`src/design/lm3_pkg.sv`:
```
// Shared constants and types for the 3x3 local-maximum detector.
package lm3_pkg;

  localparam int unsigned DefMaxWidth   = 1024;
  localparam int unsigned DefMaxHeight  = 4096;
  localparam int unsigned DefSampleBits = 16;

  localparam int unsigned WidthRegBits  = 11;
  localparam int unsigned HeightRegBits = 13;
  localparam int unsigned ThreshBits    = 16;
  localparam int unsigned CfgDataBits   = 16;
  localparam int unsigned CfgIdxBits    = 2;
  localparam int unsigned RowOutBits    = 12;
  localparam int unsigned ColOutBits    = 10;
  localparam int unsigned OutDataBits   = 24;
  localparam int unsigned MinSide       = 3;

  localparam logic [WidthRegBits-1:0]  WidthReset  = 11'd1024;
  localparam logic [HeightRegBits-1:0] HeightReset = 13'd1024;
  // 0.01 in Q1.14, rounded to nearest
  localparam logic [ThreshBits-1:0]    ThreshReset = 16'd164;

  typedef enum logic [CfgIdxBits-1:0] {
    CFG_IMAGE_WIDTH  = 2'd0,
    CFG_IMAGE_HEIGHT = 2'd1,
    CFG_THRESHOLD    = 2'd2
  } cfg_reg_e;

endpackage

```
`src/design/lm3_judge.sv`:
```
// 3x3 window registers and the local-maximum decision for the centre pixel.
module lm3_judge #(
  parameter int unsigned SAMPLE_BITS = lm3_pkg::DefSampleBits
) (
  input  logic                                  clk_i,
  input  logic                                  shift_i,
  input  logic signed [SAMPLE_BITS-1:0]         col_top_i,
  input  logic signed [SAMPLE_BITS-1:0]         col_mid_i,
  input  logic signed [SAMPLE_BITS-1:0]         col_bot_i,
  input  logic signed [lm3_pkg::ThreshBits-1:0] threshold_i,
  output logic                                  peak_o
);
  import lm3_pkg::*;

  // Window columns kept across samples; the newest column comes in on the ports.
  logic signed [SAMPLE_BITS-1:0] left_q [3];
  logic signed [SAMPLE_BITS-1:0] mid_q  [3];
  logic signed [SAMPLE_BITS-1:0] right  [3];
  logic signed [SAMPLE_BITS-1:0] centre;
  logic signed [31:0]            centre_x;
  logic signed [31:0]            thresh_x;
  logic                          not_below;

  assign right[0] = col_top_i;
  assign right[1] = col_mid_i;
  assign right[2] = col_bot_i;

  always_ff @(posedge clk_i) begin
    if (shift_i) begin
      left_q <= mid_q;
      mid_q  <= right;
    end
  end

  // Judge the kept columns together with the incoming one: centre is the middle of mid_q.
  always_comb begin
    centre    = mid_q[1];
    centre_x  = 32'(centre);
    thresh_x  = 32'(threshold_i);
    not_below = 1'b1;
    for (int k = 0; k < 3; k++) begin
      if (centre < left_q[k]) not_below = 1'b0;
      if (centre < right[k])  not_below = 1'b0;
    end
    if (centre < mid_q[0]) not_below = 1'b0;
    if (centre < mid_q[2]) not_below = 1'b0;
    peak_o = not_below && (centre_x > thresh_x);
  end

endmodule

```
`config.mk`:
```
export PLATFORM = sky130hd
export DESIGN_NAME = lm3_judge
export DESIGN_NICKNAME = d
export VERILOG_FILES = /design/src/design/lm3_pkg.sv /design/src/design/lm3_judge.sv
export SDC_FILE = /design/constraint.sdc
export NUM_CORES = 1
export LEC_CHECK = 0
export ABC_AREA = 1
export BUFFER_PORTS_ARGS = -buffer_cell sky130_fd_sc_hd__buf_2
export CORE_MARGIN = 2
export CORE_UTILIZATION = 60
export DETAILED_ROUTE_END_ITERATION = 6
export PLACE_DENSITY = 0.86
export SLEW_MARGIN = 20
export SYNTH_ARGS = -nofsm -noshare
export SYNTH_HDL_FRONTEND = slang
export SYNTH_SLANG_ARGS = --single-unit
```
`constraint.sdc`:
```
create_clock -name clk_i -period 2.21 [get_ports clk_i]
set_input_delay 0.3315 -clock clk_i [delete_from_list [all_inputs] [get_ports clk_i]]
set_output_delay 0.3315 -clock clk_i [all_outputs]
set_load 0.01 [all_outputs]
```
==> results.yml <==
synth:
  syn_nets: 890
  yosysMostFrequentCell: "inv_1"
  avgSynthCellArea_sq_um: 9.493
  yosysTopAreaCellShare_pct: 44.14
  ys.flop_type: "edfxtp_1"
  synthArstFlopShare_pct: 0
  synth_edf_count: 96
  synth_commonest_cells: "172 x inv_1, 136 x ha_1, 129 x nand2_1, 96 x edfxtp_1, 66 x a21oi_1"
  syn-cell-area_sq_um: 6531
  ys_seq_area_share_pct: 44.14
  synth_top_area_cell: "edfxtp_1"
  postSynthCellCount: 688
  synthTopCellsByArea: "edfxtp_1 44%, ha_1 26%, inv_1 9.9%"
  synth_cell_type_count: 21
  yosysWarnings: 0
  synth_seq_cells: 96
die:
  io_pins: 67
  coreArea_sq_um: 10750
  die_w_um: 108.3
  dieArea_sq_um: 11740
  initial_core_util_pct: 60.78
  die_h_um: 108.3
  row_count: 38
min_path:
  worstHoldEndpoint: "centre[15]"
  hp-class: "primary input to flop"
  min_from: "col_mid_i[15]"
  holdPathStages: 1
timing:
  max_slew.worst_pin.slew_ns: 0.5107
  setup_viol: 1
  clock_skew_ns: 0.01071
  relSlewSlack_pct: 65.95
  final.period_utilization_pct: 140.7
  rsz0062_at_grt: "true"
  hold_viol_final: 0
  slew_viol_final: 0
  fin_crit_ns: 3.110
  max_freq_mhz: 321.6
  setup_slack_ns: -0.8995
final_layout:
  fillCellCount: 709
  nets: 1026
  area_growth_syn_to_layout_pct: 20.06
  antenna_cells: 0
  drive_gt1_share_pct: 19.78
  design_area_sq_um: 7841
critical_path:
  end_kind: "primary output"
  required_ns: 1.88
  r2r_start: "centre[7]"
  critical_path.max_fanout: 5
  r2r_setup_slack_ns: 1.14
  cp_data_arrival_time_ns: 2.78
  path_class: "flop to primary output"
  r2r_cells: 2
  r2r_end: "left_q[23]"
  critPathLaunchType: "flop"
placed_design:
  gp_congestion: 0.9532
  dpl.hpwl_um: 11940
  placed_cell_area_sq_um: 7455
  portBuffers: 66
detailed_routing:
  first_pass_iters: 6
  avgViaCountPerCell: 5.512
  detail-route-antenna-nets: 0
  wl_um: 16220
  vias: 5341
  drc_errors: 0
  wl_per_cell_um: 16.74
  drtIter0Drc: 523
clock_network:
  ctsHoldBuffers: 0
  ctsHtreeMaxLevel: 3
  cts.clk_slew.worst_paths_ns: 0.10
  clockRootBuffer: "clkbuf_8"
  cts_buffers: 9
  cts_buffer_depth: 2
  clkLatencyLatePin_ns: 0.40
  tritoncts: "built"
  clock-sinks: 96
global_routing:
  grt_pass1_wl_um: 25780
  antenna_found_initial: 0
  grt.busiest_layer: "met2"
  grt_pass1_vias: 5569
  overflow: 0
  grtUsageTotal_pct: 29.13
  gr-usage-met2_pct: 50.58
  grt_util_met3_pct: 5.003
  use_met1_pct: 34.95
  grt_max_degree: 33
pwr:
  finalPower_w: 0.004562
  powerDensity_nw_per_um2: 581.8
  ir_drop_mv: 0.4245
  power.leakage_nw: 4.156
job:
  cap_violations: 0
run_status:
  violations: "setup timing"
  status: "complete, but fails checks"
-- worst max-delay path by stage --
stage / from / to / slack [ns] / cells after the start
floorplan: centre[15] / peak_o / 0.08 / 11
global placement: centre[15] / peak_o / -0.46 / 15
detailed placement: centre[15] / peak_o / -0.52 / 15
CTS: centre[14] / peak_o / -0.83 / 15
global route: centre[14] / peak_o / -0.99 / 13
finish: centre[11] / peak_o / -0.90 / 12
-- cell usage in the layout (no fill, tap or decap), types with 3 or more instances in the layout --
cell,count
edfxtp_1,96
nor3_1,6
nand4_1,5
buf_6,4
inv_1,171
nand3b_1,5
ha_4,7
nand2_1,128
clkbuf_8,9
buf_2,65
clkbuf_1,3
o21ai_1,11
o21ai_0,12
nand3_1,11
o21a_1,3
a21oi_1,64
nor3_2,5
buf_4,54
nor2_1,15
ha_1,129
-- flip-flops by register name (all words and copies together), names as in the netlist --
name and flops:
left_q 48, mid_q 32, centre 16
-- per-layer routing --
| metal | vias to the layer above | part of all wire, % |
|---|---|---|
| met5 | - | 0 |
| met4 | 0 | 4.1 |
| met3 | 61 | 6.8 |
| met2 | 247 | 48 |
| met1 | 2465 | 41 |
| li1 | 2568 | - |
-- power breakdown --
| group | leakage, nW | internal [W] | switching, W |
|---|---|---|---|
| registers | 0.940 | 0.00216 | 0.0000724 |
| logic | 3.14 | 0.000554 | 0.000748 |
| clock network | 0.0778 | 0.000403 | 0.000624 |
-- through the flow --
stage / setup WS [ns] / setup TNS, ns / std cells / utilization, % / hold WS, ns
floorplan: 0.07500 / 0 / 688 / - / 0.4264
CTS: -0.8333 / -0.8333 / 969 / 72.68 / 0.1198
global route: -0.9913 / -0.9913 / 969 / 72.97 / 0.1145
global placement: -0.4583 / -0.4583 / 946 / 69.38 / 0.4291
detailed placement: -0.5204 / -0.5204 / 946 / 69.38 / 0.4323
finish: -0.8995 / -0.8995 / 969 / 72.97 / 0.1179
-- logic make-up (layout without fill, tap and decap cells) --
logic type | after synthesis | after routing | share of synthesized area (%)
and+or+nand+nor | 183 | 183 | 11.82
buffers and inverters | 173 | 314 | 9.942
adders and majority gates | 136 | 136 | 26.05
AOI/OAI and AO/OA | 100 | 100 | 8.046
DFF | 96 | 96 | 44.14
-- critical path: stages (launching register included) --
cell,delay (ns)
edfxtp_1,0.43
buf_6,0.17
ha_1,0.31
a21oi_1,0.24
o21ai_1,0.15
a21oi_2,0.25
nand3b_1,0.10
nand2_1,0.08
nand2_1,0.06
nor2_2,0.12
nand4_1,0.10
nor3_2,0.20
buf_2,0.18
-- layout make-up --
class                           count  area, sq um  share of cell area, %
Clock buffer                       12        135.1                  1.723
Clock inverter                      4        21.27                 0.2713
Sequential cell                    96         2883                  36.76
Inverter                          173        649.4                  8.281
Timing Repair Buffer              125        815.8                  10.40
Tap cell                          140        175.2                  2.234
Multi-Input combinational cell    419         3162                  40.32
-- what timing repair did --
item / in CTS / in global routing
setup buffers: 7 / 0
setup endpoints to repair: 1 / 1
pin swaps: 12 / 3
gates resized for setup: 25 / 7
Power figures use the tool's default switching activity.
